`src/rtl/setm_pkg.sv`:
```
// shared exponent tone mapper package: formats, register codes, shared types
// no dependencies
package setm_pkg;
  localparam int VALUE_FRAC_BITS = 24;
  localparam int VALUE_INT_BITS  = 24;
  localparam int VW   = VALUE_FRAC_BITS + VALUE_INT_BITS;
  localparam int PW   = 32;
  localparam int QB   = 8;
  localparam int EXP_BIAS  = 136;
  localparam int GAIN_FRAC = 16;
  localparam int SOFF = GAIN_FRAC + EXP_BIAS - VALUE_FRAC_BITS;
  localparam int SW   = 10;
  localparam int NCH  = 3;
  localparam int QDEPTH = 2;

  typedef enum logic [0:0] {
    REG_EXPOSURE = 1'b0,
    REG_TONE     = 1'b1
  } reg_idx_t;

  // pixel in value format, three channels, handed from front to back
  typedef struct packed {
    logic [NCH-1:0][VW-1:0] val;
  } value_item_t;

  // front end stage status: valid flag of each register
  typedef struct packed {
    logic mul_vld;
    logic val_vld;
  } front_stat_t;
endpackage

```
`src/rtl/setm_queue.sv`:
```
// short queue between front and back end
// depends on setm_pkg
module setm_queue (
  input  logic                  clk,
  input  logic                  rst_n,
  input  logic                  w_valid,
  output logic                  w_stall,
  input  setm_pkg::value_item_t w_item,
  output logic                  r_valid,
  input  logic                  r_stall,
  output setm_pkg::value_item_t r_item
);
  setm_pkg::value_item_t mem_r [setm_pkg::QDEPTH];
  logic wp_r, rp_r;
  logic [1:0] cnt_r;
  logic wr, rd;

  assign w_stall = (cnt_r == 2'd2);
  assign r_valid = (cnt_r != 2'd0);
  assign r_item  = mem_r[rp_r];
  assign wr = w_valid && !w_stall;
  assign rd = r_valid && !r_stall;

  always_ff @(posedge clk) begin
    if (!rst_n) begin
      wp_r <= 1'b0;
      rp_r <= 1'b0;
      cnt_r <= 2'd0;
    end else begin
      if (wr) wp_r <= !wp_r;
      if (rd) rp_r <= !rp_r;
      cnt_r <= cnt_r + 2'(wr) - 2'(rd);
    end
    if (wr) mem_r[wp_r] <= w_item;
  end

`ifndef NO_ASSERTIONS
  a_cnt: assert property (@(posedge clk) disable iff (!rst_n) cnt_r <= 2'd2)
    else $error("queue count out of range");
  a_ptr: assert property (@(posedge clk) disable iff (!rst_n)
    (cnt_r == 2'd0 || cnt_r == 2'd2) |-> wp_r == rp_r)
    else $error("queue pointers inconsistent");
  a_cnt_step: assert property (@(posedge clk) disable iff (!rst_n)
    wr && !rd |=> cnt_r == $past(cnt_r) + 2'd1)
    else $error("queue count not bumped");
`endif
endmodule

```
`config.mk`:
```
export PLATFORM = sky130hd
export DESIGN_NAME = setm_queue
export DESIGN_NICKNAME = d
export VERILOG_FILES = /design/src/rtl/setm_pkg.sv /design/src/rtl/setm_queue.sv
export SDC_FILE = /design/constraint.sdc
export NUM_CORES = 1
export LEC_CHECK = 0
export BUFFER_PORTS_ARGS = -buffer_cell sky130_fd_sc_hd__buf_2
export CAP_MARGIN = 20
export CELL_PAD_IN_SITES_DETAIL_PLACEMENT = 1
export CELL_PAD_IN_SITES_GLOBAL_PLACEMENT = 2
export CORE_MARGIN = 2
export CORE_UTILIZATION = 30
export CTS_BUF_LIST = sky130_fd_sc_hd__clkbuf_4
export CTS_CLUSTER_DIAMETER = 100
export DETAILED_ROUTE_END_ITERATION = 7
export PLACE_DENSITY_LB_ADDON = 0.1
export SLEW_MARGIN = 20
export SYNTH_ARGS = -nofsm -noshare
export SYNTH_HDL_FRONTEND = slang
export SYNTH_SLANG_ARGS = --single-unit
```
`constraint.sdc`:
```
create_clock -name clk -period 7.5 [get_ports clk]
set_input_delay 0.375 -clock clk [delete_from_list [all_inputs] [get_ports clk]]
set_output_delay 0.375 -clock clk [all_outputs]
set_load 0.01 [all_outputs]
```
Word level (Yosys, flattened, before mapping)
Memories as Yosys holds them, arrays and structs flattened. A register that Yosys moved wholly into a read port is not among the register bits.
Index checks and enable logic that the tools add are counted.

storage, ports and cells
  register bits after elaboration = 4
  RAM bits = 288
  bits of input ports = 148
  output and inout port bits = 146
  logic and storage cells = 18
  memories kept = 1

operators by class
  $add $sub $neg = 2
  equality and inequality tests = 1
  mux-type cells = 4
  reductions and logical operators = 7

memories
  memory  depth  bits a word  rd ports  clocked after Yosys merged registers in  write ports  RTL line          text
  mem_r   2      144          1         1                                        1            setm_queue.sv:13  setm_pkg::value_item_t mem_r [setm_pkg::QDEPTH];

operator list
  kind                  number
  $logic_not A1 Y1      4
  $mux W1               4
  $add A2 B1 Y2         1
  $eq A2 B2 Y1 const B  1
  $logic_and A1 B1 Y1   2
  $reduce_bool A2 Y1    1
  $sub A2 B1 Y2         1

Depth between registers and ports, before layout
  depth in word-level cells = 5
  depth in mapped cells = 8
  gate-level depth less buffers = 8

Least setup slack after synthesis
No wires, ideal clock.

  path type = reg2reg
  from = register cnt_r[1]
  to = memory mem_r[0][0] in the netlist's numbering (enable)
  setup time = 0.649 ns
  arrival = 6.560 ns
  data required time = 6.851 ns
  path slack = 0.291 ns
  cell stages (with the launch flop) = 4
  buffers on the path = 0
  clock period less this slack = 7.209 ns
  path through = dfxtp_1 or2b_1 nand2_1 nor2_1

on the way
  word-level cells in the longest chain between the ends = 5

ends and longest elaborated chain
  what                           RTL line          text
  from (decl)                    setm_queue.sv:15  logic [1:0] cnt_r;
  from (signal assigned)         setm_queue.sv:32  cnt_r <= cnt_r + 2'(wr) - 2'(rd);
  $eq A2 B2 Y1                   setm_queue.sv:18  assign w_stall = (cnt_r == 2'd2);
  $logic_not A1 Y1               setm_queue.sv:21  assign wr = w_valid && !w_stall;
  $logic_and A1 B1 Y1            setm_queue.sv:21
  $mux W1                        setm_queue.sv:34  if (wr) mem_r[wp_r] <= w_item;
  $mux W1 (not written as such)  setm_queue.sv:34
  to (decl)                      setm_queue.sv:13

Every way passes these cells.

==> summary.txt <==
Status
  – Run status: complete, but fails checks
  – Failing checks: DRC

Power
  – Worst vdd ir: between 100 and 150 uV
  – Lkg Pwr: between 5 and 6 nW
  – Sequential share of power: 0.466
  – Cell Pwr Density: between 300 and 400 nW/um^2
  – Clock Power Share: 0.295
  – Net Sw Frac: 0.274
  – Pint: around 3.3 mW
  – Sw Pwr: between 1 and 1.5 mW
  – Fraction of power consumed by combinational cells: 0.239

Floorplan
  – Row cnt: 69
  – Starting density of the core: 0.305
  – Die height: about 200 um
  – Die Area: between 30,000 and 40,000 um^2
  – Core ar.: between 30,000 and 40,000 um^2
  – I/O pin cnt: approximately 290
  – Die W: 194 um

Synth
  – Post-synthesis simple-gate area fraction: 0.00610
  – XOR/XNOR Fraction of Synth Area: 0.00161
  – Main combinational cell family by area after synthesis: multiplexers
  – Synth unique cells: 19
  – Cell count after synthesis: ~470
  – Total nets after synthesis: around 620
  – Synth top area share: 0.795
  – YS warnings: 0
  – Top cells by area, synth: edfxtp_1 80%, mux2_2 8.7%, mux2_4 8.3%
  – Compound-cell area share of the yosys netlist: 0
  – Post-synthesis register bit count: around 290
  – Yosys top cell by area: edfxtp_1
  – Syn_area_per_cell: ~23 um^2
  – Post-synthesis adder-cell area fraction: 0.00230
  – Seq/Total Area, Yosys: 0.805
  – Mux share of post-synthesis cell area: 0.173
  – Post-Syn Area: about 11,000 um^2

Timing
  – Hold slack: between 0.09 and 0.1 ns
  – Final period utilization: 0.430
  – Max Transition Viols Final: 0
  – Fmax achieved: a little over 0.3 GHz
  – RSZ-0062 raised after global routing: no
  – Final hold violations: 0
  – Final setup viols: 0
  – Worst relative slew slack: 0.278
  – Fin crit period: ~3.2 ns
  – Max Clock Skew: around 0.023 ns
  – Actual slew at the worst max-slew pin: between 1 and 1.5 ns
  – Setup_tns: 0 ns

Setup path
  – CP max-delay cell: buf_4
  – WS Path Type: reg -> out
  – Crit-path max FO: 50
  – CP startpoint kind: flop
  – Crit path capture type: output pin
  – Crit path cell chain: buf_4, mux2_2, buf_2
  – CP peak stage delay: 0.81 ns
  – Crit path DAT: 2.85 ns
  – Worst path required time: around 7 ns

CTS
  – CTS Buf Count: 79
  – Worst-path clk slew: ~0.060 ns
  – Hold bufs inserted after CTS: roughly 150
  – PostCTS Resize Cnt: 0
  – Clk root buf: clkbuf_4
  – Max Root-Sink Buffers: 3
  – H-tree depth: 3
  – Sink Count: roughly 290
  – Postcts setup bufs: 0
  – Clock latency at the later pin of the worst-skew pair: about 0.66 ns
  – CTS tree: done

Drt
  – Drt initial violations: ~230
  – Drt first pass iters: 8
  – Vias: approximately 6,300
  – Vias/cell: between 4 and 5
  – Met2 WL: 12.2 mm
  – Top Layer Used: met4
  – Routed Antenna Nets: 0
  – Met1 WL: around 10 mm
  – Final wirelength: roughly 26 mm
  – Met3 wire length: between 2 and 2.5 mm
  – DRC violation count after routing: 21
  – Drt wl/cell: roughly 17 um

Cells and area
  – Final Cell Area: around 15,000 um^2
  – Fin util: 0.428
  – Fill count: 3,626
  – Synth-to-layout area growth: 40.4%
  – Share of cells above drive strength 1: 0.550
  – Nets@finish: around 1,100

Global routing
  – Vias in the first global route: 7,145
  – First-pass GRT wire length: approximately 39 mm
  – Remaining Overflow, GRT: 0
  – Largest net degree at the start of global routing: between 70 and 80
  – GRT Overall Usage: 0.135
  – Initial antenna violation count: 2

Place
  – IO Port Bufs: roughly 290
  – Placer Congestion: between 0.7 and 0.8
  – Placement Cell Area: 12,800 um^2
  – HPWL after DPL: ~16 mm

Worst hold path
  – Worst hold path type: in -> reg

Flow run
  – Max_cap viols: 0
final cells by class:
type	count	area, um^2	share of cell area
Antenna cell	2	5.00	0.000328
Tap cell	461	577	0.0378
Inverter	2	7.51	0.000492
Timing Repair Buffer	443	2960	0.194
Clock buffer	121	908	0.0595
Clock inverter	17	65.1	0.00426
Sequential cell	293	8750	0.573
Multi-Input combinational cell	163	2000	0.131
metal layers:
metal	GRT usage	vias to the layer above
met5	0	-
met4	0.0527	0
met3	0.0547	44
met2	0.220	255
met1	0.159	3068
li1	-	2952
power groups by stage:
stage	Sequential (mW)	Combinational (mW)	Clock, mW
floorplan	2.17	0.683	0
global placement	2.16	1.05	0
detailed placement	2.18	1.06	0
CTS	2.14	1.13	1.43
global route	2.16	1.18	1.51
finish	2.13	1.09	1.35
placed cells by master, fill, tap and decap left out, types with 2 or more instances in the layout:
master           n
nand2_1          3
mux2_4          60
clkinv_1        13
buf_2          293
edfxtp_1       288
inv_2            3
diode_2          2
nor2b_1          2
nand2b_1         2
mux2i_1          3
inv_1            2
ha_1             2
clkbuf_4       121
mux2_2          84
buf_4            5
dlygate4sd3_1  145
dfxtp_1          4
path summary, 6_finish.rpt:
kind,startpoint,to,slack (ns),cells after the start
setup / recovery,flop,r_item[143],4.28,3
hold / removal,r_stall,flop,0.09,3
setup reg to reg,cnt_r[1],mem_r[0][28],4.43,5
hold reg to reg,rp_r,flop,0.50,2
cells in the mapped netlist:
library cell  number
edfxtp_1         288
nor2_1             1
or2b_1             1
xor2_1             1
and2_1             1
dfxtp_1            5
or2_2              1
nand2b_1           2
ha_1               2
xnor2_1            1
buf_6              8
inv_1              2
mux2_2            84
mux2i_1            3
nor2b_1            2
buf_2              8
mux2_4            60
and3_1             1
nand2_1            3
registers in the layout, indices dropped and copies added (netlist names), named ones only:
signal / cells
cnt_r: 2
mem_r: 288
rp_r: 1
wp_r: 1
metrics by stage:
| step | power (mW) | setup WS, ns | instances |
|---|---|---|---|
| after global routing | 4.85 | 4.04 | 1502 |
| after CTS | 4.70 | 4.11 | 1500 |
| final | 4.58 | 4.28 | 1502 |
| after global placement | 3.21 | 4.57 | 1217 |
| after detailed placement | 3.24 | 4.39 | 1217 |
| after floorplan | 2.85 | 0.291 | 474 |
cell families after synthesis:
logic type,Yosys count
buffers and inverters,18
DFF,293
adders and majority gates,2
xor gates and xnor gates,2
muxes,147
and+or+nand+nor,12
critical path, delay by kind of cell, from the launching register on:
kind,cells,cell delay (ns)
buffers and inverters,2,0.96
DFF,1,0.72
muxes,1,0.42
(Power assumes the default switching activity.)
