**src/rtl/setm_pkg.sv**
```systemverilog
// shared exponent tone mapper package: formats, register codes, shared types
// no dependencies
package setm_pkg;
  localparam int VALUE_FRAC_BITS = 24;
  localparam int VALUE_INT_BITS  = 24;
  localparam int VW   = VALUE_FRAC_BITS + VALUE_INT_BITS;
  localparam int PW   = 32;
  localparam int QB   = 8;
  localparam int EXP_BIAS  = 136;
  localparam int GAIN_FRAC = 16;
  localparam int SOFF = GAIN_FRAC + EXP_BIAS - VALUE_FRAC_BITS;
  localparam int SW   = 10;
  localparam int NCH  = 3;
  localparam int QDEPTH = 2;

  typedef enum logic [0:0] {
    REG_EXPOSURE = 1'b0,
    REG_TONE     = 1'b1
  } reg_idx_t;

  // pixel in value format, three channels, handed from front to back
  typedef struct packed {
    logic [NCH-1:0][VW-1:0] val;
  } value_item_t;

  // front end stage status: valid flag of each register
  typedef struct packed {
    logic mul_vld;
    logic val_vld;
  } front_stat_t;
endpackage

```
**src/rtl/setm_front.sv**
```systemverilog
// front end: exposure product and shift into saturating value format
// depends on setm_pkg
module setm_front (
  input  logic                      clk,
  input  logic                      rst_n,
  input  logic                      in_valid,
  output logic                      in_stall,
  input  logic [7:0]                red_mantissa,
  input  logic [7:0]                green_mantissa,
  input  logic [7:0]                blue_mantissa,
  input  logic [7:0]                shared_exponent,
  input  logic [23:0]               exposure_gain,
  output logic                      f_valid,
  input  logic                      f_stall,
  output setm_pkg::value_item_t     f_item,
  output setm_pkg::front_stat_t     f_stat
);
  logic [setm_pkg::NCH-1:0][setm_pkg::PW-1:0] prod_r, prod_nxt;
  logic [7:0]  exp_r;
  logic        mul_vld_r, val_vld_r;
  setm_pkg::value_item_t val_r, val_nxt;
  logic adv_val, adv_mul;
  logic [setm_pkg::NCH-1:0][7:0] man;
  logic signed [setm_pkg::SW-1:0] sh;
  logic signed [setm_pkg::SW-1:0] nsh;
  logic [setm_pkg::SW-2:0] rsh;
  logic [setm_pkg::PW+setm_pkg::VW-1:0] wide;
  localparam logic [setm_pkg::VW-1:0] MAXV = '1;

  assign man = {blue_mantissa, green_mantissa, red_mantissa};
  assign adv_val = !val_vld_r || !f_stall;
  assign adv_mul = !mul_vld_r || adv_val;
  assign in_stall = !adv_mul;

  always_comb begin
    for (int c = 0; c < setm_pkg::NCH; c++) begin
      prod_nxt[c] = setm_pkg::PW'({24'd0, man[c]} * {8'd0, exposure_gain});
    end
  end

  always_comb begin
    sh = setm_pkg::SW'($signed({2'b00, exp_r})) - setm_pkg::SW'(setm_pkg::SOFF);
    nsh = -sh;
    rsh = nsh[setm_pkg::SW-2:0];
    val_nxt = '0;
    wide = '0;
    for (int c = 0; c < setm_pkg::NCH; c++) begin
      if (sh < 0) begin
        if (rsh >= setm_pkg::PW) val_nxt.val[c] = '0;
        else begin
          wide = (setm_pkg::PW+setm_pkg::VW)'(prod_r[c]) >> rsh;
          val_nxt.val[c] = (wide > (setm_pkg::PW+setm_pkg::VW)'(MAXV)) ? MAXV
                                                                       : wide[setm_pkg::VW-1:0];
        end
      end else if (prod_r[c] == '0) val_nxt.val[c] = '0;
      else if (sh >= setm_pkg::VW) val_nxt.val[c] = MAXV;
      else begin
        wide = (setm_pkg::PW+setm_pkg::VW)'(prod_r[c]) << sh[setm_pkg::SW-2:0];
        val_nxt.val[c] = (wide > (setm_pkg::PW+setm_pkg::VW)'(MAXV)) ? MAXV
                                                                     : wide[setm_pkg::VW-1:0];
      end
    end
  end

  always_ff @(posedge clk) begin
    if (!rst_n) begin
      mul_vld_r <= 1'b0;
      val_vld_r <= 1'b0;
    end else begin
      if (adv_mul) mul_vld_r <= in_valid;
      if (adv_val) val_vld_r <= mul_vld_r;
    end
    if (adv_mul) begin
      prod_r <= prod_nxt;
      exp_r  <= shared_exponent;
    end
    if (adv_val) val_r <= val_nxt;
  end

  assign f_valid = val_vld_r;
  assign f_item  = val_r;
  assign f_stat  = '{mul_vld: mul_vld_r, val_vld: val_vld_r};

`ifndef NO_ASSERTIONS
  a_hold: assert property (@(posedge clk) disable iff (!rst_n)
    val_vld_r && f_stall |=> val_vld_r && $stable(val_r))
    else $error("front output changed under stall");
  a_take: assert property (@(posedge clk) disable iff (!rst_n)
    in_valid && !in_stall |=> mul_vld_r)
    else $error("accepted pixel lost in front");
  a_stall: assert property (@(posedge clk) disable iff (!rst_n)
    in_stall |-> mul_vld_r && val_vld_r)
    else $error("front stalled while not full");
`endif
endmodule

```
**config.mk**
```make
export PLATFORM = sky130hd
export DESIGN_NAME = setm_front
export DESIGN_NICKNAME = d
export VERILOG_FILES = /design/src/rtl/setm_pkg.sv /design/src/rtl/setm_front.sv
export SDC_FILE = /design/constraint.sdc
export NUM_CORES = 2
export LEC_CHECK = 0
export BUFFER_PORTS_ARGS = -buffer_cell sky130_fd_sc_hd__buf_4
export CAP_MARGIN = 20
export CORE_MARGIN = 3
export CORE_UTILIZATION = 55
export CTS_CLUSTER_DIAMETER = 50
export DETAILED_ROUTE_END_ITERATION = 6
export PLACE_DENSITY = 0.73
export REMOVE_ABC_BUFFERS = 1
export SETUP_SLACK_MARGIN = 0.05
export SLEW_MARGIN = 20
export SYNTH_ARGS = -nofsm -noshare
export SYNTH_HDL_FRONTEND = slang
export SYNTH_SLANG_ARGS = --single-unit
```
**constraint.sdc**
```tcl
create_clock -name clk -period 7.3 [get_ports clk]
set_input_delay 1.095 -clock clk [delete_from_list [all_inputs] [get_ports clk]]
set_output_delay 1.095 -clock clk [all_outputs]
set_load 0.01 [all_outputs]
```
## After elaboration in Yosys (flattened, before gate mapping)

Cells that the tools add are included.

- Add/subtract/negate cells: 2
- Multiply operators: 3
- Divide/modulo/power cells: 0
- Order comparisons: 9
- Eq/ne operators: 0
- Shift-type cells: 6
- Mux-type cells: 18
- Bitwise operators: 0
- Reduce and logical (&&, ||, !) cells: 9

Operators with widths:

| kind | count |
|---|---|
| $mux W48 | 18 |
| $gt A80 B48 Y1 const B | 6 |
| $shl A32 B9 Y80 | 3 |
| $shr A32 B9 Y80 | 3 |
| $logic_not A32 Y1 | 3 |
| $mul A8 B24 Y32 | 3 |
| $ge A9 B6 Y1 const B | 1 |
| $ge A9 B7 Y1 const B | 1 |
| $lt A9 B1 Y1 const B | 1 |
| $neg A9 Y9 | 1 |
| $sub A8 B8 Y9 const B | 1 |
| $logic_not A1 Y1 | 4 |
| $logic_or A1 B1 Y1 | 2 |

- Register bits after elaboration: 250
- Bits in latches: 0
- RAM bits: 0
- Bits in read-only memories: 0
- Input port bits: 60
- Output and inout bits: 148
- Logic and storage cells: 56
- Memories kept: 0

## Longest topological paths before layout

- Depth in word-level cells: 7
- Mapped depth: 21
- Gate-level depth less buffers: 20

## Worst setup path after synthesis

OpenSTA, ideal clock, no wires.

- Path type: input to register
- From: in blue_mantissa[4]
- To: reg prod_r[94] in the netlist's numbering (data pin)
- Library setup time: 281 ps
- Arrival: 5956 ps
- Required time: 7019 ps
- Setup slack: 1064 ps
- Stages: 19
- Path buffers: 1
- Path through: clkbuf_1 > nand2_1 > fa_1 > inv_1 > fa_1 > fa_1 > inv_1 > fa_1 > inv_1 > ha_1 > a21o_1 > a21oi_1 > o21ai_0 > a221o_1 > a211oi_1 > o41ai_1 > nor3b_1 > o41ai_1 > o211ai_1

RTL lines:

| what | RTL line | source |
|---|---|---|
| from (decl) | setm_front.sv:10 | `input logic [7:0] blue_mantissa,` |
| to (signal assigned) | setm_front.sv:74 | `prod_r <= prod_nxt;` |
| to (decl) | setm_front.sv:18 | `logic [setm_pkg::NCH-1:0][setm_pkg::PW-1:0] prod_r, prod_nxt;` |

==> results.toml <==
[synthesis]
ys_seq_elements = 250
yosysTopAreaCellShare_pct = 19.8
syn_area_um2 = 40000
netlist_top_cells_area = "fa_1 (20%), edfxtp_1 (19%), and2_1 (6.8%)"
synthArstFlopShare_pct = 0
yosysSeqAreaShare_pct = 18.7
synth_area_per_cell_um2 = 8.73
synth_cells = 4587
yosysWarnings = 0
synthFlopType = "edfxtp_1"
synth-edff-count = 248
synthDistinctLibCells = 91
synth_top_cell_by_area = "fa_1"

[timing]
fin_crit_ns = 6.19
fin_worst_skew_ns = 0.0192
setup_viol_count_final = 0
slew_violations = 0
fin_crit_sh_pct = 84.8
relSlewSlack_pct = 26.5
rsz0062_at_grt = "false"
max_slew.worst_pin.slew_ns = 1.10
max_freq_mhz = 161
hold_viol_final = 0

[worst_setup_path]
cp_max_fo = 24
critical-path-top-delay-family = "adder cells"
worst_setup_path_end_kind = "register"
cp.arrival_ns = 6.49
slowest_delay_ns = 0.62
required_ns = 7.60
cp-start-kind = "primary input"
cp.depth = 19
crit_chain = "buf_4, nand2_1, fa_1, inv_1, fa_1, fa_1, inv_1, fa_1, inv_1, ha_1, a21o_1, a21oi_1, o21ai_0, a221o_1, a211oi_1, o41ai_1, nor3b_1, o41ai_1, o211ai_1"
reg2regPathDepth = 13
critPathSlowestCell = "o41ai_1"
cp_common_cell = "fa_1"
crit_type = "in2reg"
critPathBufInv = 4

[routing]
wire_per_inst_um = 25.1
vias_per_cell = 6.45
first_iter_violations = 4867
wl_um = 138000
drc = 12
dr.pass1.iters = 7
num_vias = 35600
ant_nets = 0

[floorplan]
die_x_um = 276
die_area_um2 = 76100
fp.dieH_um = 276
ios = 208
rows = 98
core_um2 = 71900
start_util_pct = 55.7

[cts]
cts_sinks = 250
worst_skew_pair.late_latency_ns = 0.58
clockBufferDepth = 3
cts_max_level = 1
root_buffer = "clkbuf_16"
cts_buffers = 27
cts_setup_buffers = 0
cts_tree = "yes"
cts_hold_buf = 0
path_clk_slew_ns = 0.06
cts_resized = 0

[power]
switching_share_pct = 49.0
p_switching_mw = 6.56
peakVddDrop_uv = 187
p_leak_nw = 18.6
intPower_mw = 6.82
p_clk_share_pct = 10.4
pwr-share-comb_pct = 67.3
power_frac_seq_pct = 22.3
power_density_nw_per_um2 = 312

[placement]
post-dp-hpwl_um = 105000
portBuffers = 207
place_congestion = 1.02
dpl.cell_count = 5462
placed_area_um2 = 42000

[layout]
multi_input_area_um2 = 29400
n_antenna_cell = 0
area_growth_pct = 7.11
fin_cells = 5508
drive_gt1_share_pct = 11.7
seq_area_um2 = 7490
design_area_um2 = 42900
fillers = 6410
final_nets = 5155

[global_route]
grt_max_degree = 75
antenna_found_initial = 1
overflow = 0
grt.total_usage_pct = 35.8
grt_pass1_vias = 33700
grt_pass1_wl_um = 210000

[min_path]
worstHoldPathCells = 2
min_path_type = "reg2reg"

[run_status]
failed_checks = "design-rule violations"
status = "finished, violations left"

[flow_run]
cap_violations = 0
-- layout by cell type, fill, tap and decap left out, types with 26 or more instances in the layout --
master,netlist,routed
o22a_1,26,26
a31oi_1,28,28
o21a_1,26,26
nand3_1,80,79
a21oi_1,260,260
a22oi_1,42,42
mux2_2,84,84
o211ai_1,42,42
edfxtp_1,248,248
a21o_1,36,36
and2_1,434,434
ha_1,158,157
o221ai_1,46,46
a211oi_1,46,46
o21ai_0,207,206
mux2i_1,181,181
nor2_1,246,245
o22ai_1,85,85
nor2b_1,43,42
nor3_1,40,39
inv_1,447,446
nand2_1,497,496
nor4_1,33,33
mux4_2,69,69
buf_4,7,281
fa_1,396,396
clkbuf_16,0,27
nand2b_1,29,29
xnor2_1,61,56
-- cell type report --
class,count,share of cell area (%)
multi-input cells,3527,68.6
well taps,950,2.77
clock inverters,16,0.484
inverters,450,3.94
repair buffers,285,5.11
flip-flops and latches,250,17.5
clock buffers,30,1.60
-- Yosys cell counts, types with 80 or more instances --
master / count
a21oi_1: 260
and2_1: 434
clkbuf_1: 236
edfxtp_1: 248
fa_1: 396
ha_1: 158
inv_1: 447
mux2_2: 84
mux2i_1: 181
nand2_1: 497
nand3_1: 80
nor2_1: 246
o21ai_0: 207
o22ai_1: 85
-- path summary, 6_finish.rpt --
| check | start | to | slack (ns) |
|---|---|---|---|
| worst max-delay path | exposure_gain[5] | prod_r[94] | 1.11 |
| worst min register to register | mul_vld_r | f_valid | 0.56 |
| worst max register to register | exp_r[0] | f_item[3] | 1.50 |
| worst min-delay path | mul_vld_r | f_valid | 0.56 |
-- worst min-delay path: cells and delay by family (launching register included) --
| kind | cells | cell delay [ns] |
|---|---|---|
| flip-flops | 1 | 0.34 |
| AND/OR/NAND/NOR | 1 | 0.05 |
| AO/OA/AOI/OAI | 1 | 0.12 |
-- metal layers --
| layer | up-vias | track usage (%) | share of wire [%] |
|---|---|---|---|
| met4 | 2 | 13.2 | 4.4 |
| met5 | - | 0 | 0.012 |
| met1 | 17200 | 54.3 | 43 |
| met3 | 298 | 5.75 | 11 |
| li1 | 15800 | - | - |
| met2 | 2256 | 51.5 | 42 |
-- per-stage QoR --
stage          TNS (ns)  power (mW)  hold slack [ns]  util, %  setup WS (ns)
3_3_place_gp          0        11.6            0.554     58.4          0.665
2_1_floorplan   -717.98        9.11            0.537        -          -6.28
6_report              0        13.4            0.562     59.7           1.11
5_1_grt               0        14.4            0.584     59.7          0.803
3_5_place_dp          0        11.7            0.558     58.4          0.573
4_1_cts               0        13.2            0.566     59.7           1.16
-- logic make-up (layout without fill, tap and decap cells) --
| group | after synthesis | after routing | synth area share (%) |
|---|---|---|---|
| adder cells (fa/ha/maj) | 554 | 554 | 24.7 |
| AO/OA/AOI/OAI | 1043 | 1043 | 17.1 |
| buffers and inverters | 810 | 781 | 8.09 |
| AND/OR/NAND/NOR | 1513 | 1513 | 18.8 |
| multiplexers | 336 | 336 | 10.8 |
| XOR/XNOR | 81 | 81 | 1.77 |
| flip-flops | 250 | 250 | 18.7 |
-- power groups by stage --
stage | clock network, mW | logic (mW) | registers (mW)
after floorplan | 0 | 6.32 | 2.80
after global placement | 0 | 8.64 | 2.96
after detailed placement | 0 | 8.74 | 2.97
after CTS | 1.41 | 8.80 | 2.94
after global routing | 1.47 | 9.96 | 3.02
final | 1.39 | 9.00 | 2.99
-- sequential cells by signal, indices dropped and copies added (netlist names) --
name       cells
mul_vld_r      1
prod_r        96
f_item       144
exp_r          8
f_valid        1
Power figures use the tool's default switching activity.
